==> src/sv/odf_pkg.sv <==
// Shared types and constants for the over-current filter and detector.
// Holds the fixed-point constants, register indexes and the stage strobes.
// No dependencies.
`default_nettype none

package odf_pkg;

    localparam int N_SAMPLES   = 5;
    localparam int CUR_BITS    = 12;
    localparam int LIMIT_BITS  = 10;
    localparam int APB_AW      = 3;
    localparam int APB_DW      = 32;

    // Filter gain 0.02 as GAIN_Q / 2^GAIN_SHIFT, mA scale as SCALE_Q / 2^SCALE_SHIFT.
    localparam int GAIN_Q      = 1311;
    localparam int GAIN_BITS   = 12;
    localparam int GAIN_SHIFT  = 16;
    localparam int SCALE_Q     = 33130;
    localparam int SCALE_SHIFT = 16;
    localparam int OFFSET_MA   = 200;

    localparam int CUR_MAX     = 2 ** (CUR_BITS - 1) - 1;
    localparam int CUR_MIN     = -(2 ** (CUR_BITS - 1));

    localparam logic [CUR_BITS-1:0]   MAX_CURRENT_RESET = 12'd1500;
    localparam logic [LIMIT_BITS-1:0] PERSIST_RESET     = 10'd50;

    // Register indexes, taken from paddr[2].
    localparam logic REG_MAX_CURRENT = 1'b0;
    localparam logic REG_PERSIST     = 1'b1;

    typedef struct packed {
        logic is_min;
        logic is_max;
    } odf_rank_t;

    typedef struct packed {
        logic sum_en;
        logic mean_en;
        logic mult_en;
        logic acc_en;
        logic scale_en;
        logic conv_en;
    } odf_ctrl_t;

endpackage

`default_nettype wire

==> src/sv/odf_lane.sv <==
// One ranking lane: decides whether its own sample is the minimum or the maximum
// of the scan. Ties go to the lowest index. Depends on odf_pkg.
`default_nettype none

module odf_lane #(
    parameter int SAMPLE_BITS = 12,
    parameter int IDX         = 0
) (
    input  wire logic [SAMPLE_BITS-1:0] samples [odf_pkg::N_SAMPLES],
    output odf_pkg::odf_rank_t          rank
);
    import odf_pkg::*;

    always_comb
    begin
        rank.is_min = 1'b1;
        rank.is_max = 1'b1;
        for (int j = 0; j < N_SAMPLES; j++)
        begin
            if (j < IDX)
            begin
                if (!(samples[IDX] < samples[j]))
                    rank.is_min = 1'b0;
                if (!(samples[IDX] > samples[j]))
                    rank.is_max = 1'b0;
            end
            else if (j > IDX)
            begin
                if (samples[IDX] > samples[j])
                    rank.is_min = 1'b0;
                if (samples[IDX] < samples[j])
                    rank.is_max = 1'b0;
            end
        end
    end

endmodule

`default_nettype wire

==> src/sv/odf_trim.sv <==
// Merging stage of the lanes: removes the minimum and maximum from the scan
// sum and divides the middle three by three. Depends on odf_pkg.
`default_nettype none

module odf_trim #(
    parameter int SAMPLE_BITS = 12
) (
    input  wire logic                   clk,
    input  wire logic [SAMPLE_BITS-1:0] samples [odf_pkg::N_SAMPLES],
    input  odf_pkg::odf_rank_t          ranks   [odf_pkg::N_SAMPLES],
    input  odf_pkg::odf_ctrl_t          ctrl,
    output logic      [SAMPLE_BITS-1:0] mean
);
    import odf_pkg::*;

    localparam int MID_W  = SAMPLE_BITS + 2;
    localparam int TOT_W  = SAMPLE_BITS + 3;
    // floor(x / 3) as (x * RECIP) >> DIV_K, exact for every x below 2^MID_W.
    localparam int DIV_K  = SAMPLE_BITS + 3;
    localparam logic [DIV_K-1:0] RECIP = DIV_K'((2 ** DIV_K) / 3 + 1);
    localparam int PROD_W = MID_W + DIV_K;

    logic [TOT_W-1:0]       total;
    logic [SAMPLE_BITS-1:0] min_val;
    logic [SAMPLE_BITS-1:0] max_val;
    logic [MID_W-1:0]       mid_reg;
    logic [MID_W-1:0]       mid_next;
    logic [PROD_W-1:0]      prod;
    logic [SAMPLE_BITS-1:0] mean_reg;

    always_comb
    begin
        total   = '0;
        min_val = '0;
        max_val = '0;
        for (int i = 0; i < N_SAMPLES; i++)
        begin
            total = total + TOT_W'(samples[i]);
            if (ranks[i].is_min)
                min_val = samples[i];
            if (ranks[i].is_max)
                max_val = samples[i];
        end
        mid_next = MID_W'(total - TOT_W'(min_val) - TOT_W'(max_val));
        prod     = PROD_W'(mid_reg) * PROD_W'(RECIP);
    end

    always_ff @(posedge clk)
    begin
        if (ctrl.sum_en)
            mid_reg <= mid_next;
        if (ctrl.mean_en)
            mean_reg <= prod[DIV_K +: SAMPLE_BITS];
    end

    assign mean = mean_reg;

endmodule

`default_nettype wire

==> src/sv/odf_filter.sv <==
// Low-pass filter on the trimmed mean and conversion of the filter value to mA.
// Holds the filter accumulator and the primed flag. Depends on odf_pkg.
`default_nettype none

module odf_filter #(
    parameter int SAMPLE_BITS = 12,
    parameter int FRAC_BITS   = 16
) (
    input  wire logic                         clk,
    input  wire logic                         rst_n,
    input  odf_pkg::odf_ctrl_t                ctrl,
    input  wire logic [SAMPLE_BITS-1:0]       mean,
    output logic      [odf_pkg::CUR_BITS-1:0] current
);
    import odf_pkg::*;

    localparam int ACC_W = SAMPLE_BITS + FRAC_BITS;
    localparam int PW    = ACC_W + 1 + GAIN_BITS;
    localparam int TW    = ACC_W + SCALE_SHIFT;
    localparam int SH    = FRAC_BITS + SCALE_SHIFT;
    localparam int CW    = SAMPLE_BITS + CUR_BITS;

    localparam logic signed [PW-1:0] GAIN_S  = PW'(GAIN_Q);
    localparam logic signed [PW-1:0] ROUND_S = PW'(2 ** (GAIN_SHIFT - 1));
    localparam logic [ACC_W-1:0]     TOP     = {{SAMPLE_BITS{1'b1}}, {FRAC_BITS{1'b0}}};
    localparam logic [TW-1:0]        BASE    = TW'(OFFSET_MA) << SH;
    localparam logic signed [CW-1:0] SAT_HI  = CW'(CUR_MAX);
    localparam logic signed [CW-1:0] SAT_LO  = CW'(CUR_MIN);

    logic [ACC_W-1:0]       acc_reg;
    logic [ACC_W-1:0]       acc_next;
    logic                   primed_reg;
    logic signed [ACC_W:0]  d;
    logic signed [PW-1:0]   prod_reg;
    logic signed [PW-1:0]   delta;
    logic signed [PW-1:0]   sum_n;
    logic [TW-1:0]          t_reg;
    logic signed [TW:0]     diff;
    logic [TW:0]            mag;
    logic [SAMPLE_BITS-1:0] q;
    logic signed [SAMPLE_BITS:0] v;
    logic signed [CW-1:0]   v_ext;
    logic [CUR_BITS-1:0]    cur_reg;
    logic [CUR_BITS-1:0]    cur_next;

    always_comb
    begin
        d     = signed'({1'b0, mean, {FRAC_BITS{1'b0}}}) - signed'({1'b0, acc_reg});
        delta = (prod_reg + ROUND_S) >>> GAIN_SHIFT;
        sum_n = signed'({{(PW - ACC_W){1'b0}}, acc_reg}) + delta;
        if (sum_n[PW-1])
            acc_next = '0;
        else if (sum_n > signed'({{(PW - ACC_W){1'b0}}, TOP}))
            acc_next = TOP;
        else
            acc_next = sum_n[ACC_W-1:0];

        // Truncation toward zero: shift the magnitude, then restore the sign.
        diff  = signed'({1'b0, t_reg}) - signed'({1'b0, BASE});
        mag   = diff[TW] ? (TW + 1)'(-diff) : diff;
        q     = mag[SH +: SAMPLE_BITS];
        v     = diff[TW] ? -signed'({1'b0, q}) : signed'({1'b0, q});
        v_ext = CW'(v);
        if (v_ext > SAT_HI)
            cur_next = CUR_BITS'(CUR_MAX);
        else if (v_ext < SAT_LO)
            cur_next = CUR_BITS'(CUR_MIN);
        else
            cur_next = v_ext[CUR_BITS-1:0];
    end

    always_ff @(posedge clk or negedge rst_n)
    begin
        if (!rst_n)
        begin
            acc_reg    <= '0;
            primed_reg <= 1'b0;
        end
        else if (ctrl.acc_en)
        begin
            primed_reg <= 1'b1;
            if (primed_reg)
                acc_reg <= acc_next;
            else
                acc_reg <= {mean, {FRAC_BITS{1'b0}}};
        end
    end

    always_ff @(posedge clk)
    begin
        if (ctrl.mult_en)
            prod_reg <= PW'(d) * GAIN_S;
        if (ctrl.scale_en)
            t_reg <= TW'(acc_reg) * TW'(SCALE_Q);
        if (ctrl.conv_en)
            cur_reg <= cur_next;
    end

    assign current = cur_reg;

endmodule

`default_nettype wire

==> src/sv/overcurrent_filter_detector_core.sv <==
// Over-current filter and detector, top level: stream ports, register port,
// sequencer and persistence check. Depends on odf_pkg, odf_lane, odf_trim and odf_filter.
//
// Usage: each input word on s_tdata carries one scan of five converter samples.
// Five ranking lanes find the minimum and maximum, a merging stage averages the
// middle three, a first-order filter smooths the mean and the result is scaled
// to milliamps. One result word leaves on m_tdata/m_tuser for every input word.
// One scan occupies the sequencer while it passes the chain of registered stages
// (sum, divide, gain multiply, accumulate, scale multiply, convert, check), and
// a new word is taken only once the previous scan has left the last stage, which
// waits there while the output register still holds an undrained word.
// The output register holds a finished word while the receiver stalls; the next
// scan is accepted and processed meanwhile and waits in its last stage until the
// output register is free.
// Reset clears the filter (the first scan then loads it directly), the persistence
// counter and the fault bit, and sets the limit registers to 1500 mA and 50 scans.
// Registers must be written through the APB port while idle; the block does not check.
`default_nettype none

module overcurrent_filter_detector_core #(
    parameter int SAMPLE_BITS = 12,
    parameter int FRAC_BITS   = 16
) (
    input  wire logic                          clk,
    input  wire logic                          rst_n,
    // s_tdata: sample_a, sample_b, sample_c, sample_d, sample_e from bit 0 up
    input  wire logic                          s_tvalid,
    output logic                               s_tready,
    input  wire logic [((5 * SAMPLE_BITS + 7) / 8) * 8 - 1:0] s_tdata,
    // m_tdata: current_ma in bits 11:0, zeros above
    output logic                               m_tvalid,
    input  wire logic                          m_tready,
    output logic [15:0]                        m_tdata,
    // m_tuser: trip_pulse in bit 0, fault_latched in bit 1
    output logic [1:0]                         m_tuser,
    input  wire logic                          psel,
    input  wire logic                          penable,
    input  wire logic                          pwrite,
    input  wire logic [odf_pkg::APB_AW-1:0]    paddr,
    input  wire logic [odf_pkg::APB_DW-1:0]    pwdata,
    output logic      [odf_pkg::APB_DW-1:0]    prdata,
    output logic                               pready
);
    import odf_pkg::*;

    typedef enum logic [2:0] {
        ST_IDLE,
        ST_SUM,
        ST_MEAN,
        ST_MULT,
        ST_ACC,
        ST_SCALE,
        ST_CONV,
        ST_DONE
    } state_t;

    state_t                 state_reg;
    logic [SAMPLE_BITS-1:0] samples_reg [N_SAMPLES];
    odf_rank_t              ranks [N_SAMPLES];
    odf_ctrl_t              ctrl;
    logic [SAMPLE_BITS-1:0] mean;
    logic [CUR_BITS-1:0]    current;
    logic [CUR_BITS-1:0]    max_current_reg;
    logic [LIMIT_BITS-1:0]  persist_reg;
    logic [LIMIT_BITS-1:0]  count_reg;
    logic                   fault_reg;
    logic                   trip_reg;
    logic [CUR_BITS-1:0]    cur_out_reg;
    logic                   m_tvalid_reg;
    logic                   in_take;
    logic                   out_free;
    logic                   over;
    logic                   cfg_write;

    assign s_tready = (state_reg == ST_IDLE);
    assign in_take  = s_tvalid && s_tready;
    assign out_free = !m_tvalid_reg || m_tready;
    assign over     = signed'(current) > signed'(max_current_reg);

    always_comb
    begin
        ctrl.sum_en   = (state_reg == ST_SUM);
        ctrl.mean_en  = (state_reg == ST_MEAN);
        ctrl.mult_en  = (state_reg == ST_MULT);
        ctrl.acc_en   = (state_reg == ST_ACC);
        ctrl.scale_en = (state_reg == ST_SCALE);
        ctrl.conv_en  = (state_reg == ST_CONV);
    end

    always_ff @(posedge clk)
    begin
        if (in_take)
        begin
            for (int i = 0; i < N_SAMPLES; i++)
                samples_reg[i] <= s_tdata[i * SAMPLE_BITS +: SAMPLE_BITS];
        end
    end

    for (genvar g = 0; g < N_SAMPLES; g++)
    begin : g_lane
        odf_lane #(
            .SAMPLE_BITS(SAMPLE_BITS),
            .IDX        (g)
        ) u_lane (
            .samples(samples_reg),
            .rank   (ranks[g])
        );
    end

    odf_trim #(
        .SAMPLE_BITS(SAMPLE_BITS)
    ) u_trim (
        .clk    (clk),
        .samples(samples_reg),
        .ranks  (ranks),
        .ctrl   (ctrl),
        .mean   (mean)
    );

    odf_filter #(
        .SAMPLE_BITS(SAMPLE_BITS),
        .FRAC_BITS  (FRAC_BITS)
    ) u_filter (
        .clk    (clk),
        .rst_n  (rst_n),
        .ctrl   (ctrl),
        .mean   (mean),
        .current(current)
    );

    always_ff @(posedge clk or negedge rst_n)
    begin
        if (!rst_n)
        begin
            state_reg    <= ST_IDLE;
            m_tvalid_reg <= 1'b0;
            trip_reg     <= 1'b0;
            fault_reg    <= 1'b0;
            count_reg    <= '0;
            cur_out_reg  <= '0;
        end
        else
        begin
            // In the last stage a drained word is replaced by the new one below.
            if (m_tvalid_reg && m_tready && (state_reg != ST_DONE))
                m_tvalid_reg <= 1'b0;
            case (state_reg)
                ST_IDLE:
                begin
                    if (in_take)
                        state_reg <= ST_SUM;
                end
                ST_SUM:   state_reg <= ST_MEAN;
                ST_MEAN:  state_reg <= ST_MULT;
                ST_MULT:  state_reg <= ST_ACC;
                ST_ACC:   state_reg <= ST_SCALE;
                ST_SCALE: state_reg <= ST_CONV;
                ST_CONV:  state_reg <= ST_DONE;
                ST_DONE:
                begin
                    // The persistence check commits only once the word can be shown.
                    if (out_free)
                    begin
                        state_reg    <= ST_IDLE;
                        m_tvalid_reg <= 1'b1;
                        cur_out_reg  <= current;
                        if (over)
                        begin
                            if (count_reg >= persist_reg)
                            begin
                                count_reg <= '0;
                                fault_reg <= 1'b1;
                                trip_reg  <= 1'b1;
                            end
                            else
                            begin
                                count_reg <= count_reg + 1'b1;
                                trip_reg  <= 1'b0;
                            end
                        end
                        else
                        begin
                            count_reg <= '0;
                            trip_reg  <= 1'b0;
                        end
                    end
                end
                default: state_reg <= ST_IDLE;
            endcase
        end
    end

    assign cfg_write = psel && penable && pwrite && pready;

    always_ff @(posedge clk or negedge rst_n)
    begin
        if (!rst_n)
        begin
            max_current_reg <= MAX_CURRENT_RESET;
            persist_reg     <= PERSIST_RESET;
        end
        else if (cfg_write)
        begin
            case (paddr[2])
                REG_MAX_CURRENT: max_current_reg <= pwdata[CUR_BITS-1:0];
                REG_PERSIST:     persist_reg     <= pwdata[LIMIT_BITS-1:0];
                default:         persist_reg     <= persist_reg;
            endcase
        end
    end

    always_comb
    begin
        case (paddr[2])
            REG_MAX_CURRENT: prdata = APB_DW'(max_current_reg);
            REG_PERSIST:     prdata = APB_DW'(persist_reg);
            default:         prdata = '0;
        endcase
    end

    assign pready   = 1'b1;
    assign m_tvalid = m_tvalid_reg;
    assign m_tdata  = {{(16 - CUR_BITS){1'b0}}, cur_out_reg};
    assign m_tuser  = {fault_reg, trip_reg};

endmodule

`default_nettype wire

==> config.mk <==
export PLATFORM = sky130hd
export DESIGN_NAME = overcurrent_filter_detector_core
export DESIGN_NICKNAME = d
export VERILOG_FILES = /design/src/sv/odf_pkg.sv /design/src/sv/odf_lane.sv /design/src/sv/odf_trim.sv /design/src/sv/odf_filter.sv /design/src/sv/overcurrent_filter_detector_core.sv
export SDC_FILE = /design/constraint.sdc
export NUM_CORES = 2
export LEC_CHECK = 0
export CAP_MARGIN = 0
export CORE_MARGIN = 2
export CORE_UTILIZATION = 55
export DETAILED_ROUTE_END_ITERATION = 10
export DONT_BUFFER_PORTS = 1
export GPL_ROUTABILITY_DRIVEN = 0
export MAX_ROUTING_LAYER = met4
export PLACE_DENSITY = 0.73
export SYNTH_ARGS = -nofsm -noshare
export SYNTH_HDL_FRONTEND = slang
export SYNTH_SLANG_ARGS = --single-unit
==> constraint.sdc <==
create_clock -name clk -period 9.1 [get_ports clk]
set_input_delay 1.82 -clock clk [delete_from_list [all_inputs] [get_ports clk]]
set_output_delay 1.82 -clock clk [all_outputs]
set_load 0.005 [all_outputs]
; ---- Word-level counts from Yosys, hierarchy flattened
; Index checks and enable logic that the tools add are counted.
[word_totals]
reg_bits = 261
latch_bits = 0
ram_bits = 0
rom_bits = 0
in_bits = 106
output_inout_bits = 53
elab_cells = 172
mem_count = 0
[op_classes]
addsub = 13
n_mul = 3
div_mod_pow = 0
magnitude_cmp = 45
n_eq_ne = 10
shifts = 0
muxes = 67
bitwise_logic = 1
reduce_logical = 13
[op_table]
columns = cell, count
row1 = $gt A12 B12 Y1, 21
row2 = $lt A12 B12 Y1, 20
row3 = $mux W12, 11
row4 = $mux W28, 3
row5 = $pmux W32 S2, 1
row6 = $mux W1, 45
row7 = $sub A44 B40 Y45 const B, 1
row8 = $mux W44, 1
row9 = $neg A44 Y44, 1
row10 = $mul A28 B15 Y43 const B, 1
row11 = $add A14 B12 Y14, 3
row12 = $add A41 B17 Y41 const B, 1
row13 = $gt A41 B29 Y1 const B, 1
row14 = $mul A29 B12 Y41 const B, 1
row15 = $add A29 B25 Y30, 1
row16 = $sub A28 B28 Y29, 1
row17 = $sub A14 B12 Y14, 2
row18 = $mul A14 B14 Y27 const B, 1
row19 = $pmux W3 S8, 1
row20 = $mux W10, 2
row21 = $add A12 B12 Y13, 1
row22 = $gt A13 B12 Y1 const B, 1
row23 = $lt A13 B12 Y1 const B, 1
row24 = $mux W13, 1
row25 = 17 further kinds, 29

; ---- Longest topological paths before layout
[depth]
word_depth = 12
depth_mapped = 31
ltp_nobuf = 29

; ---- Hierarchy
; A second synthesis with hierarchy kept.
[hier_totals]
hier_cells = 4014
hier_area_um2 = 37741.2
[modules_own_cells]
columns = mod, n_inst, cells_per_inst, area_each_um2, seq_area_each_um2
row1 = odf_filter, 1, 2058, 19795.2, 3158.0
row2 = odf_trim, 1, 753, 6885.4, 780.7
row3 = overcurrent_filter_detector_core, 1, 383, 4867.2, 3065.4
row4 = odf_lane (g_lane[3].u_lane), 1, 163, 1275.0, 0.0
row5 = odf_lane (g_lane[1].u_lane), 1, 164, 1257.5, 0.0
row6 = odf_lane (g_lane[0].u_lane), 1, 167, 1232.4, 0.0
row7 = odf_lane (g_lane[2].u_lane), 1, 161, 1227.4, 0.0
row8 = odf_lane (g_lane[4].u_lane), 1, 165, 1201.2, 0.0

; ---- Least setup slack after synthesis
; No wires, ideal clock.
[synth_path]
path_type = reg-to-reg
start = register u_filter.acc_reg[1]
end = register u_filter.prod_reg[40], data pin
setup_time_ps = 273
t_arrival_ps = 6727
path_slack_ps = 2101
path_stages_with_launch = 28
path_cell_list = dfrtp_1 inv_1 ha_1 nand4_1 nor2_1 a2111oi_0 o31ai_1 and2_1 o21ai_0 nand2b_1 clkbuf_1 inv_1 ha_1 xor2_1 fa_1 inv_1 fa_1 fa_1 ha_1 clkbuf_1 and3_1 nand2_1 nor2_1 o21ai_1 a211o_1 a21oi_1 o221ai_1 xnor2_1
[synth_between]
elab_chain_len = 2
[synth_rtl]
columns = item, line
row1 = start: declaration, odf_filter.sv:30  ; logic [ACC_W-1:0] acc_reg;
row2 = start signal: assignment, odf_filter.sv:83  ; acc_reg <= acc_next;
row3 = start signal: assignment, odf_filter.sv:85  ; acc_reg <= {mean, {FRAC_BITS{1'b0}}};
row4 = $sub A28 B28 Y29, odf_filter.sv:48  ; d = signed'({1'b0, mean, {FRAC_BITS{1'b0}}}) - signed'({1'b0, acc_reg});
row5 = $mul A29 B12 Y41, odf_filter.sv:92  ; prod_reg <= PW'(d) * GAIN_S;
row6 = end signal: assignment, odf_filter.sv:92
row7 = end: declaration, odf_filter.sv:34  ; logic signed [PW-1:0] prod_reg;
; Every way passes these cells.
; A chain may end at the register's enable or synchronous reset.

; ---- Worst setup path in the final report
[layout_path]
start = register u_filter.acc_reg[1]
end = register u_filter.prod_reg[33], data pin
; The elaborated chain is that of the path after synthesis.

==> results.sh <==
export IMPL_required_ns=9.46
export IMPL_met1_usage_pct=32.4
export IMPL_met2_usage_pct=39.1
export IMPL_worst_setup_path_type="reg2reg"
export IMPL_grt_pass1_wl_mm=120
export IMPL_drtAntennaViolNets=0
export IMPL_root_buffer="clkbuf_16"
export IMPL_muxShareOfSynthArea_pct=1.34
export IMPL_drc=0
export IMPL_grt_usage_pct=24.0
export IMPL_drt_wl_total_mm=72.4
export IMPL_synthCells=3400
export IMPL_synth_edf_count=167
export IMPL_drtPass1Iterations=11
export IMPL_netlist_area_sq_mm=0.0338
export IMPL_finalMaxSlewViolations=0
export IMPL_finalCritPeriodShare_pct=87.3
export IMPL_synth_seq_area_share_pct=20.7
export IMPL_cts_setup_buffers=0
export IMPL_slowest_stage="a211oi_1"
export IMPL_async_reset_ff_share_pct=32.1
export IMPL_maxSlewHeadroom_pct=28.7
export IMPL_grt_max_degree=80
export IMPL_critPathArrivalTime_ns=8.31
export IMPL_via_count=23800
export IMPL_hp_start="trip_reg"
export IMPL_final_layout_size_suffix_gt1_share_pct=4.44
export IMPL_tritoncts="yes"
export IMPL_holdBufCountCts=0
export IMPL_worstMarginPinSlew_ns=1.07
export IMPL_detail_route_wl_per_cell_microns=17.2
export IMPL_max_freq_mhz=126
export IMPL_htree_levels=1
export IMPL_ys_types=86
export IMPL_drt_iter0_drc=1464
export IMPL_synth_simple_area_share_pct=9.01
export IMPL_rsz0062_at_grt="false"
export IMPL_antenna_found_initial=1
export IMPL_numPortBuffers=0
export IMPL_syn_avg_cell_area_sq_um=9.94
export IMPL_ff2ff_setup_slack_ns=1.15
export IMPL_cp_common_cell="inv_1"
export IMPL_path_cells="inv_1 -> ha_1 -> nand4b_1 -> or2_2 -> xnor2_1 -> inv_1 -> fa_1 -> inv_1 -> fa_1 -> inv_1 -> fa_1 -> fa_1 -> inv_1 -> ha_1 -> nand4_1 -> nor4b_1 -> o2111ai_1 -> a21boi_1 -> o21a_1 -> o211ai_1 -> a211oi_1 -> nor2_1 -> a211oi_1"
export IMPL_clk_latency_ns=0.61
export IMPL_synthXorXnorAreaFrac_pct=5.03
export IMPL_path_buf_inv=5
export IMPL_die_h_microns=252
export IMPL_first_global_vias=24000
export IMPL_grt_ovfl_total=0
export IMPL_cp_top_family="adder cells"
export IMPL_die_w_microns=252
export IMPL_initial_core_util_pct=55.8
export IMPL_nets=4462
export IMPL_yosysWarnings=0
export IMPL_finalHoldViolations=0
export IMPL_synth_top_family_by_area="adder cells"
export IMPL_cts_repair_resized=0
export IMPL_clk_pin_slew_worst_paths_ns=0.07
export IMPL_largest_register_ffs=60
export IMPL_synth_compound_area_share_pct=12.4
export IMPL_vias_per_cell=5.65
export IMPL_fin_tns_setup_ns=0
export IMPL_grt_busiest_layer="met2"
export IMPL_cts_sinks=246
export IMPL_fin_crit_ns=7.95
export IMPL_reg2reg_from="u_filter.acc_reg[1]"
export IMPL_crit_path_max_fanout=9
export IMPL_clock_skew_ns=0.0202
export IMPL_cts_buffers_inserted=29
export IMPL_hold_class="reg2reg"
export IMPL_cp_startpoint="u_filter.acc_reg[1]"
export IMPL_setup_viol=0
export IMPL_end_kind="flop"
export IMPL_core_sq_mm=0.0606
export IMPL_dieArea_sq_mm=0.0634
export IMPL_area_growth_pct=5.39
export IMPL_max_stage_delay_ns=0.60
export IMPL_use_met3_pct=2.59
export IMPL_ioPinCount=159
export IMPL_maxCapViolCount=0
export IMPL_dp_hpwl_mm=59.6
export IMPL_critPathLaunchType="flop"
export IMPL_outcome="finished clean"
export IMPL_ys_ff_latch=246
export IMPL_clockBufferDepth=3
export IMPL_synth_ff_type="edfxtp_1"
export IMPL_std_cell_rows=90
export IMPL_yosys_area_share_adder_pct=42.8
Yosys cell counts (7+ instances only):
cell / n / share of area, %
o21bai_1: 24 / 0.53
o21ai_0: 79 / 1.2
nand2_1: 143 / 1.6
nor4_1: 12 / 0.22
a21oi_1: 154 / 2.3
inv_1: 665 / 7.4
o221ai_1: 7 / 0.18
dfrtp_1: 69 / 5.1
nor3b_1: 19 / 0.42
a22oi_1: 12 / 0.27
nand2b_1: 29 / 0.54
or4_1: 9 / 0.20
nand3_1: 58 / 0.86
nor3_1: 31 / 0.46
a222oi_1: 24 / 0.71
xor2_1: 54 / 1.4
o211ai_1: 19 / 0.42
fa_1: 331 / 20
o21ai_1: 31 / 0.46
nor4b_1: 7 / 0.18
mux2_2: 35 / 1.2
nand4_1: 54 / 1.0
dfstp_2: 10 / 0.78
xnor2_1: 140 / 3.6
ha_1: 626 / 23
and3_1: 23 / 0.43
edfxtp_1: 167 / 15
nor2_1: 118 / 1.3
nor2b_1: 30 / 0.56
o21a_1: 25 / 0.56
o31ai_1: 11 / 0.24
o22ai_1: 7 / 0.13
clkbuf_1: 43 / 0.48
or2_2: 12 / 0.22
a211oi_1: 13 / 0.29
and2_1: 17 / 0.31
a31oi_1: 33 / 0.61
a22o_1: 18 / 0.47
a2111oi_0: 7 / 0.18
or3_1: 8 / 0.15
and4_1: 7 / 0.18
buf_4: 31 / 0.69
a21o_1: 103 / 2.3
cells by family after synthesis:
kind of cell    Yosys count
fa+ha+maj               958
buf+inv                 744
compound gates          624
simple gates            591
flops                   246
xor+xnor                194
mux                      41
other cells               2
cell type report:
type                            count  area (sq um)
Antenna cell                        1          2.50
Fill cell                        5110         25000
Sequential cell                   246          7000
Timing Repair Buffer               23           173
Tap cell                          782           978
Inverter                          666          2500
Clock inverter                     19           193
Clock buffer                       35           778
Multi-Input combinational cell   2433         24000
layout by cell type (no fill, tap or decap), types with 33 or more instances in the layout:
cell / instances
dfrtp_1: 69
ha_1: 626
a21oi_1: 154
nor2_1: 118
edfxtp_1: 167
xor2_1: 54
a31oi_1: 33
xnor2_1: 140
mux2_2: 35
nand3_1: 58
inv_1: 665
o21ai_0: 79
nand2_1: 143
nand4_1: 54
a21o_1: 103
fa_1: 331
through the flow:
stage	std cells	utilization [%]	cell area (sq um)	setup slack (ns)	hold slack, ns
global route	4205	58.8	35600	0.606	0.523
global placement	4150	57.2	34600	1.33	0.488
finish	4205	58.8	35600	1.15	0.503
detailed placement	4150	57.2	34600	1.22	0.493
CTS	4204	58.8	35600	1.16	0.507
floorplan	3423	-	33900	2.10	0.441
routing by layer:
metal  wire, microns  part of all wire [%]
met2           33700                    47
met3            3600                   5.0
met4            1760                   2.4
met5               0                     0
met1           33300                    46
worst register-to-register path: cells and delay by family, from the launching register on:
| kind | cells | cell delay (ns) |
|---|---|---|
| adders and majority gates | 6 | 2.63 |
| AOI/OAI and AO/OA | 6 | 1.92 |
| and+or+nand+nor | 5 | 1.33 |
| buffers and inverters | 5 | 0.69 |
| xor gates and xnor gates | 1 | 0.59 |
| DFF | 1 | 0.55 |
final timing paths:
check / to / cells after the start
worst max register to register: u_filter.prod_reg[33] / 23
worst max-delay path: u_filter.prod_reg[33] / 23
worst min register to register: trip_reg / 1
worst min-delay path: trip_reg / 1
max in group asynchronous: max_current_reg[7] / 0
min in group asynchronous: cur_out_reg[0] / 0
Power is left out: the tool's default activity adds up to more than one toggle a clock period on the data nets, which glitch-free logic cannot reach.
